<file path="config.mk">
export PLATFORM = sky130hd
export DESIGN_NAME = md5_message_digest_unit
export DESIGN_NICKNAME = d
export VERILOG_FILES = /design/src/rtl/core/md5_pkg.sv /design/src/rtl/core/md5_message_digest_unit.sv
export SDC_FILE = /design/constraint.sdc
export NUM_CORES = 2
export LEC_CHECK = 0
export ABC_CLOCK_PERIOD_IN_PS = 11100
export BUFFER_PORTS_ARGS = -buffer_cell sky130_fd_sc_hd__buf_2
export CORE_MARGIN = 8
export CORE_UTILIZATION = 60
export CTS_BUF_LIST = sky130_fd_sc_hd__clkbuf_16
export CTS_CLUSTER_SIZE = 8
export DETAILED_ROUTE_END_ITERATION = 8
export GPL_TIMING_DRIVEN = 0
export PLACE_DENSITY = 0.76
export SKIP_CTS_REPAIR_TIMING = 1
export SYNTH_ARGS = -nofsm -noshare
export SYNTH_HDL_FRONTEND = slang
export SYNTH_SLANG_ARGS = --single-unit
</file>
<file path="constraint.sdc">
create_clock -name clk -period 11.1 [get_ports clk]
set_input_delay 1.665 -clock clk [delete_from_list [all_inputs] [get_ports clk]]
set_output_delay 1.665 -clock clk [all_outputs]
set_load 0.02 [all_outputs]
</file>
<file path="src/rtl/core/md5_pkg.sv">
// Shared types, constants and round tables for the MD5 digest unit.
`timescale 1ns / 1ps

package md5_pkg;

  typedef logic [7:0]  byte_t;
  typedef logic [31:0] word_t;
  typedef logic [1:0]  widx_t;
  typedef logic [5:0]  step_t;

  localparam int unsigned BLOCK_WORDS = 16;
  localparam int unsigned BLOCK_BYTES = 64;

  // Chaining values loaded at reset and after every digest
  localparam word_t INIT_A = 32'h67452301;
  localparam word_t INIT_B = 32'hefcdab89;
  localparam word_t INIT_C = 32'h98badcfe;
  localparam word_t INIT_D = 32'h10325476;

  localparam byte_t PAD_BYTE = 8'h80;
  // First byte position that leaves no room for the length words
  localparam step_t LEN_POS = 6'd56;

  // Additive constant for each of the 64 steps
  function automatic word_t md5_k(input step_t i);
    word_t k;
    case (i)
      6'd0:  k = 32'hd76aa478;  6'd1:  k = 32'he8c7b756;
      6'd2:  k = 32'h242070db;  6'd3:  k = 32'hc1bdceee;
      6'd4:  k = 32'hf57c0faf;  6'd5:  k = 32'h4787c62a;
      6'd6:  k = 32'ha8304613;  6'd7:  k = 32'hfd469501;
      6'd8:  k = 32'h698098d8;  6'd9:  k = 32'h8b44f7af;
      6'd10: k = 32'hffff5bb1;  6'd11: k = 32'h895cd7be;
      6'd12: k = 32'h6b901122;  6'd13: k = 32'hfd987193;
      6'd14: k = 32'ha679438e;  6'd15: k = 32'h49b40821;
      6'd16: k = 32'hf61e2562;  6'd17: k = 32'hc040b340;
      6'd18: k = 32'h265e5a51;  6'd19: k = 32'he9b6c7aa;
      6'd20: k = 32'hd62f105d;  6'd21: k = 32'h02441453;
      6'd22: k = 32'hd8a1e681;  6'd23: k = 32'he7d3fbc8;
      6'd24: k = 32'h21e1cde6;  6'd25: k = 32'hc33707d6;
      6'd26: k = 32'hf4d50d87;  6'd27: k = 32'h455a14ed;
      6'd28: k = 32'ha9e3e905;  6'd29: k = 32'hfcefa3f8;
      6'd30: k = 32'h676f02d9;  6'd31: k = 32'h8d2a4c8a;
      6'd32: k = 32'hfffa3942;  6'd33: k = 32'h8771f681;
      6'd34: k = 32'h6d9d6122;  6'd35: k = 32'hfde5380c;
      6'd36: k = 32'ha4beea44;  6'd37: k = 32'h4bdecfa9;
      6'd38: k = 32'hf6bb4b60;  6'd39: k = 32'hbebfbc70;
      6'd40: k = 32'h289b7ec6;  6'd41: k = 32'heaa127fa;
      6'd42: k = 32'hd4ef3085;  6'd43: k = 32'h04881d05;
      6'd44: k = 32'hd9d4d039;  6'd45: k = 32'he6db99e5;
      6'd46: k = 32'h1fa27cf8;  6'd47: k = 32'hc4ac5665;
      6'd48: k = 32'hf4292244;  6'd49: k = 32'h432aff97;
      6'd50: k = 32'hab9423a7;  6'd51: k = 32'hfc93a039;
      6'd52: k = 32'h655b59c3;  6'd53: k = 32'h8f0ccc92;
      6'd54: k = 32'hffeff47d;  6'd55: k = 32'h85845dd1;
      6'd56: k = 32'h6fa87e4f;  6'd57: k = 32'hfe2ce6e0;
      6'd58: k = 32'ha3014314;  6'd59: k = 32'h4e0811a1;
      6'd60: k = 32'hf7537e82;  6'd61: k = 32'hbd3af235;
      6'd62: k = 32'h2ad7d2bb;  6'd63: k = 32'heb86d391;
      default: k = 32'h0;
    endcase
    return k;
  endfunction

  // Rotate amount, indexed by {round, step[1:0]}
  function automatic logic [4:0] md5_rot(input logic [3:0] idx);
    logic [4:0] r;
    case (idx)
      4'd0:  r = 5'd7;   4'd1:  r = 5'd12;  4'd2:  r = 5'd17;  4'd3:  r = 5'd22;
      4'd4:  r = 5'd5;   4'd5:  r = 5'd9;   4'd6:  r = 5'd14;  4'd7:  r = 5'd20;
      4'd8:  r = 5'd4;   4'd9:  r = 5'd11;  4'd10: r = 5'd16;  4'd11: r = 5'd23;
      4'd12: r = 5'd6;   4'd13: r = 5'd10;  4'd14: r = 5'd15;  4'd15: r = 5'd21;
      default: r = 5'd0;
    endcase
    return r;
  endfunction

  function automatic word_t rotl32(input word_t x, input logic [4:0] n);
    logic [5:0] inv;
    inv = 6'd32 - {1'b0, n};
    return (x << n) | (x >> inv);
  endfunction

endpackage

</file>
<file path="src/rtl/core/md5_message_digest_unit.sv">
// MD5 digest unit: byte packer, padding and a shared one-step compression datapath.
`timescale 1ns / 1ps

// Usage:
//   Input channel (in_valid/in_ready): one message byte per transaction.
//   in_byte_valid=0 carries no byte; in_msg_last=1 ends the message and starts
//   padding and the final compression(s).
//   Output channel (out_valid/out_ready): four transactions per message, words
//   A, B, C, D (out_word_index 0..3), out_digest_last on D.
//   Throughput: bytes that do not close a block are taken one per cycle while
//   in_ready is high. A full block then runs the work load, 64 steps through
//   the single round datapath and the chaining add. After the last item: a
//   padding step, one or two compressions, then the four digest words, one
//   per cycle while the receiver takes them. No byte is taken during a compression.
//   in_ready is low whenever a compression, padding or digest output is in
//   progress; a stalled receiver holds the unit in digest output.
//   Reset loads the MD5 initial chaining values and clears the bit count and
//   fill position; after the D word is taken the unit re-arms the same way.
module md5_message_digest_unit (
  input  logic               clk,
  input  logic               rst_n,
  input  logic               in_valid,
  output logic               in_ready,
  input  md5_pkg::byte_t     in_data_byte,
  input  logic               in_byte_valid,
  input  logic               in_msg_last,
  output logic               out_valid,
  input  logic               out_ready,
  output md5_pkg::word_t     out_digest_word,
  output md5_pkg::widx_t     out_word_index,
  output logic               out_digest_last
);
  import md5_pkg::*;

  localparam logic [2:0] ST_IDLE = 3'd0;
  localparam logic [2:0] ST_PREP = 3'd1;
  localparam logic [2:0] ST_COMP = 3'd2;
  localparam logic [2:0] ST_ADD  = 3'd3;
  localparam logic [2:0] ST_PAD  = 3'd4;
  localparam logic [2:0] ST_OUT  = 3'd5;

  logic [2:0]  state_r, state_nxt;
  step_t       step_r, step_nxt;
  word_t       chain_r [4];
  word_t       chain_nxt [4];
  word_t       work_r [4];
  word_t       work_nxt [4];
  word_t       blk_r [BLOCK_WORDS];
  word_t       blk_nxt [BLOCK_WORDS];
  logic [63:0] bitcnt_r, bitcnt_nxt;
  step_t       fill_r, fill_nxt;
  logic        last_r, last_nxt;   // padding still owed after this block
  logic        len_r, len_nxt;     // separate length block still owed
  logic        final_r, final_nxt; // current compression is the last one
  widx_t       idx_r, idx_nxt;

  // Round datapath signals
  logic [1:0]  rnd;
  logic [3:0]  g;
  word_t       fa, fb, fc, fd, f, sum, rot;

  assign in_ready        = (state_r == ST_IDLE);
  assign out_valid       = (state_r == ST_OUT);
  assign out_digest_word = chain_r[idx_r];
  assign out_word_index  = idx_r;
  assign out_digest_last = (idx_r == 2'd3);

  // One MD5 step per cycle
  always_comb begin
    rnd = step_r[5:4];
    fa  = work_r[0];
    fb  = work_r[1];
    fc  = work_r[2];
    fd  = work_r[3];
    case (rnd)
      2'd0: begin
        f = (fb & fc) | (~fb & fd);
        g = step_r[3:0];
      end
      2'd1: begin
        f = (fb & fd) | (fc & ~fd);
        g = 4'(step_r[3:0] * 4'd5 + 4'd1);
      end
      2'd2: begin
        f = fb ^ fc ^ fd;
        g = 4'(step_r[3:0] * 4'd3 + 4'd5);
      end
      default: begin
        f = fc ^ (fb | ~fd);
        g = 4'(step_r[3:0] * 4'd7);
      end
    endcase
    sum = fa + f + md5_k(step_r) + blk_r[g];
    rot = rotl32(sum, md5_rot({rnd, step_r[1:0]}));
  end

  // Sequencer and next-state
  always_comb begin
    logic [5:0] k;
    k          = '0;
    state_nxt  = state_r;
    step_nxt   = step_r;
    chain_nxt  = chain_r;
    work_nxt   = work_r;
    blk_nxt    = blk_r;
    bitcnt_nxt = bitcnt_r;
    fill_nxt   = fill_r;
    last_nxt   = last_r;
    len_nxt    = len_r;
    final_nxt  = final_r;
    idx_nxt    = idx_r;

    case (state_r)
      ST_IDLE: begin
        if (in_valid) begin
          if (in_byte_valid) begin
            blk_nxt[fill_r[5:2]][{fill_r[1:0], 3'b000} +: 8] = in_data_byte;
            bitcnt_nxt = bitcnt_r + 64'd8;
            fill_nxt   = fill_r + 6'd1;
            if (fill_r == 6'(BLOCK_BYTES - 1)) begin
              state_nxt = ST_PREP;
              last_nxt  = in_msg_last;
            end else if (in_msg_last) begin
              state_nxt = ST_PAD;
            end
          end else if (in_msg_last) begin
            state_nxt = ST_PAD;
          end
        end
      end
      ST_PREP: begin
        work_nxt = chain_r;
        step_nxt = '0;
        state_nxt = ST_COMP;
      end
      ST_COMP: begin
        work_nxt[0] = fd;
        work_nxt[3] = fc;
        work_nxt[2] = fb;
        work_nxt[1] = fb + rot;
        step_nxt    = step_r + 6'd1;
        if (step_r == 6'(BLOCK_BYTES - 1)) begin
          state_nxt = ST_ADD;
        end
      end
      ST_ADD: begin
        for (int j = 0; j < 4; j++) begin
          chain_nxt[j] = chain_r[j] + work_r[j];
        end
        if (final_r) begin
          idx_nxt   = '0;
          state_nxt = ST_OUT;
        end else if (len_r) begin
          // length-only block after an overflowing pad
          for (int w = 0; w < BLOCK_WORDS; w++) begin
            blk_nxt[w] = '0;
          end
          blk_nxt[14] = bitcnt_r[31:0];
          blk_nxt[15] = bitcnt_r[63:32];
          len_nxt     = 1'b0;
          final_nxt   = 1'b1;
          state_nxt   = ST_PREP;
        end else if (last_r) begin
          state_nxt = ST_PAD;
        end else begin
          state_nxt = ST_IDLE;
        end
      end
      ST_PAD: begin
        // 0x80 at the fill position, zeros after it
        for (int w = 0; w < BLOCK_WORDS; w++) begin
          for (int b = 0; b < 4; b++) begin
            k = 6'(w * 4 + b);
            if (k == fill_r) begin
              blk_nxt[w][b*8 +: 8] = PAD_BYTE;
            end else if (k > fill_r) begin
              blk_nxt[w][b*8 +: 8] = '0;
            end
          end
        end
        if (fill_r < LEN_POS) begin
          blk_nxt[14] = bitcnt_r[31:0];
          blk_nxt[15] = bitcnt_r[63:32];
          final_nxt   = 1'b1;
        end else begin
          len_nxt = 1'b1;
        end
        last_nxt  = 1'b0;
        state_nxt = ST_PREP;
      end
      ST_OUT: begin
        if (out_ready) begin
          if (idx_r == 2'd3) begin
            chain_nxt[0] = INIT_A;
            chain_nxt[1] = INIT_B;
            chain_nxt[2] = INIT_C;
            chain_nxt[3] = INIT_D;
            bitcnt_nxt   = '0;
            fill_nxt     = '0;
            final_nxt    = 1'b0;
            state_nxt    = ST_IDLE;
          end else begin
            idx_nxt = idx_r + 2'd1;
          end
        end
      end
      default: begin
        state_nxt = ST_IDLE;
      end
    endcase
  end

  // Control and chaining registers
  always_ff @(posedge clk) begin
    if (!rst_n) begin
      state_r    <= ST_IDLE;
      step_r     <= '0;
      chain_r[0] <= INIT_A;
      chain_r[1] <= INIT_B;
      chain_r[2] <= INIT_C;
      chain_r[3] <= INIT_D;
      bitcnt_r   <= '0;
      fill_r     <= '0;
      last_r     <= 1'b0;
      len_r      <= 1'b0;
      final_r    <= 1'b0;
      idx_r      <= '0;
    end else begin
      state_r  <= state_nxt;
      step_r   <= step_nxt;
      chain_r  <= chain_nxt;
      bitcnt_r <= bitcnt_nxt;
      fill_r   <= fill_nxt;
      last_r   <= last_nxt;
      len_r    <= len_nxt;
      final_r  <= final_nxt;
      idx_r    <= idx_nxt;
    end
  end

  // Block and working words carry no reset
  always_ff @(posedge clk) begin
    blk_r  <= blk_nxt;
    work_r <= work_nxt;
  end

  // Checks
  a_no_overlap: assert property (@(posedge clk) disable iff (!rst_n)
    !(in_ready && out_valid))
    else $error("input accepted during digest output");

  a_idx_advance: assert property (@(posedge clk) disable iff (!rst_n)
    out_valid && out_ready && !out_digest_last |=>
      out_valid && (out_word_index == $past(out_word_index) + 2'd1))
    else $error("digest word sequence broken");

  a_rearm: assert property (@(posedge clk) disable iff (!rst_n)
    out_valid && out_ready && out_digest_last |=>
      (chain_r[0] == INIT_A) && (fill_r == '0) && (bitcnt_r == '0) && in_ready)
    else $error("unit did not re-arm after digest");

  a_step_idle: assert property (@(posedge clk) disable iff (!rst_n)
    (state_r != ST_COMP) |-> (step_r == '0))
    else $error("step counter moved outside compression");

endmodule
</file>
==> reports/qor.yml <==
detailed_routing:
  drc: 23
  routed-via-count: 63340
  drt-total-wl_um: 286100
  antenna_left: 0
  post_drt_wl_per_cell_um: 33.57
  first_iter_violations: 12040
  post_drt_via_cell_ratio: 7.430
  first_pass_iters: 9
timing:
  timing.slew.headroom_pct: -20.85
  hold_violations_final: 0
  timing.final.crit_share_pct: 98.13
  setup_violations_final: 0
  clock-skew-final_ps: 101.8
  final-max-slew-violation-count: 31
  final_period_minus_worst_setup_slack_ps: 10890
  timing.final.ws_setup_ps: 207.5
  fmax_mhz: 91.81
  post_route_hold_slack_ps: 488.9
  worst-slew-pin-transition_ps: 1794
die:
  fp.dieW_um: 335.7
  coreArea_mm2: 0.1016
  rows: 117
  start_util_pct: 60.36
  num_io_pins: 51
  die_h_um: 335.7
  die-area_mm2: 0.1127
grt:
  grt-ovfl-total: 0
  number_of_antenna_violations_at_the_first_check_in_global_routing: 23
  via_count_of_the_first_global_routing_pass: 59050
  maximum_number_of_pins_on_one_net_before_global_route_repair: 82
  groute.usage.overall_pct: 48.68
  grt_pass1_wl_um: 403500
final_layout:
  drive_above_1_share_pct: 8.026
  layout_commonest_cell: "nor2_1"
  post-route-cell-area_mm2: 0.06765
  mostFrequentLayoutCells: "951 x nor2_1, 930 x nand2_1, 681 x a21oi_1"
  area.growth.synth_to_final_pct: 10.32
  final_nets: 7353
cts:
  clock_latency_ps: 790
  ctsLongestPathBuffers: 3
  cts_sinks: 886
  cts_root_buffer: "clkbuf_16"
  tritoncts: "built"
  cts_inserted_buffers: 121
  clock_slew_at_the_register_clock_pins_of_the_worst_setup_and_hold_paths_ps: 60
  level_count_of_the_clock_h_tree: 3
place:
  pre_cts_ws_ps: -2796
  hpwl_um: 209900
  post_dp_cell_area_mm2: 0.06343
  routabilityCongestion: 1.117
  port_buffers: 49
worst_setup_path:
  worst_path_largest_cell_delay_ps: 740
  worst_setup_path_startpoint: "step_r[5]$_SDFFE_PN0N_"
  cp_data_required_time_ps: 11710
  worst-setup-path-type: "reg2reg"
  end_kind: "flip-flop"
  crit_slowest_cell: "fa_1"
  cpLargestDelayFamily: "compound AO/OA/AOI/OAI gates"
  worst_r2r_startpoint: "step_r[5]$_SDFFE_PN0N_"
  startpoint_type: "flip-flop"
  timing.critical_path.buf_inv: 6
  critPathMaxFanout: 10
  regToRegSetupSlack_ps: 210
  timing.critical_path.arrival_ps: 11500
yosys:
  synth_top_cells_by_area: "edfxtp_1 31%, dfxtp_1 8.0%, mux4_2 6.4%"
  synth-edff-count: 640
  async_reset_ff_share_pct: 0
  cell_count_after_synthesis: 6868
  synth_area_per_cell_um2: 8.929
  netlist.area_leader.share_pct: 31.34
  synth.yosys.seq_area_share_pct: 39.37
  synth_nets: 7170
  syn_warnings: 0
  post_synthesis_register_bit_count: 886
  synth.cell_area_mm2: 0.06132
  synthDistinctLibCells: 92
  synth_top_flop_cell: "edfxtp_1"
  netlist.top_cell.by_area: "edfxtp_1"
run_status:
  outcome: "complete, but fails checks"
  failed_checks: "DRC, capacitance limit, slew limit"
run:
  maxCapViolCount: 6
power:
  max-vdd-ir-drop_mv: 0.2369
  cellLeakagePower_nw: 25.27
  power.density_cell_area_mw_per_mm2: 204.9
worst_hold_path:
  min_from: "last_r$_SDFFE_PN0P_"
  hp-class: "reg2reg"
-- through the flow --
stage          power (mW)  setup TNS (ps)  utilization [%]  cells
5_1_grt             14.18          -5.731            66.55   8508
3_5_place_dp        9.767          -41270            62.44   8294
4_1_cts             13.24          -43330            65.93   8505
6_report            13.86               0            66.59   8525
3_3_place_gp        9.617          -48890            62.28   8285
2_1_floorplan       7.884               0                -   6868
-- cells in the mapped netlist, types with 17 or more instances --
cell type,count
a21oi_1,710
nor3_1,152
o21bai_1,26
xor2_1,117
o21a_1,38
o211ai_1,53
dfxtp_1,246
mux4_2,173
and3_1,54
buf_1,59
a31oi_1,73
a21o_1,92
clkbuf_1,389
a22oi_1,53
o221ai_1,21
nor2b_1,53
edfxtp_1,640
a211oi_1,65
a21boi_0,17
nand2_1,930
nand3_1,115
inv_1,208
o21ai_0,389
mux2i_1,89
nand2b_1,39
nand4_1,35
mux2_2,42
o22a_1,159
or3_1,23
nor3b_1,41
o31ai_1,24
fa_1,69
ha_1,219
xnor2_1,148
and2_1,50
o22ai_1,87
nor2_1,951
-- power by group --
part           internal, mW  total (mW)  switching, mW
combinational          2.11        6.08           3.97
sequential             4.00        4.24          0.239
clock                  1.96        3.55           1.58
-- worst paths after layout --
check,end,cells past startpoint
min reg2reg,last_r$_SDFFE_PN0P_,2
max,fb[31]$_DFFE_PN_,33
max reg2reg,fb[31]$_DFFE_PN_,33
min,last_r$_SDFFE_PN0P_,2
-- worst register-to-register path, delay by kind of cell, from the launching register on --
kind,cells,cell delay (ps)
compound gates,19,4890
fa+ha+maj,4,2030
mux,1,330
buf+inv,6,2180
flops,1,310
simple gates,1,210
xor+xnor,2,770
-- registers in the layout, indices dropped and copies added, names as in the netlist, 32 cells and up, named ones only --
| register | flops |
|---|---|
| bitcnt_r | 61 |
| fb | 32 |
| chain_r | 128 |
| blk_r | 512 |
| fd | 32 |
| fc | 32 |
| fa | 32 |
-- cell type report --
type                    count  area [µm²]
repair buffers             65       410.4
diodes                     18       45.04
inverters                 216       815.8
clock buffers             122        3053
flip-flops and latches    886       24150
multi-input cells        5307       35110
clock inverters            89       490.5
well taps                1368        1712
fillers                  8020       33940
plain buffers             454        1869
-- logic make-up (layout without fill, tap and decap cells) --
family,after synthesis,in the layout,synth area share [%]
fa+ha+maj,289,289,6.737
buf+inv,675,946,4.173
other cells,0,18,0
compound gates,1957,1957,19.88
simple gates,2487,2487,17.29
xor+xnor,269,269,3.934
mux,305,305,8.615
flops,886,886,39.37
-- layer usage --
metal	part of all wire [%]	up-vias	track usage [%]
met3	17	1770	20.34
met2	40	6587	69.13
met5	0.059	-	0.2604
li1	-	25410	-
met4	10	18	36.45
met1	33	29560	58.65
Note: power is estimated with default switching activity, not from simulation.
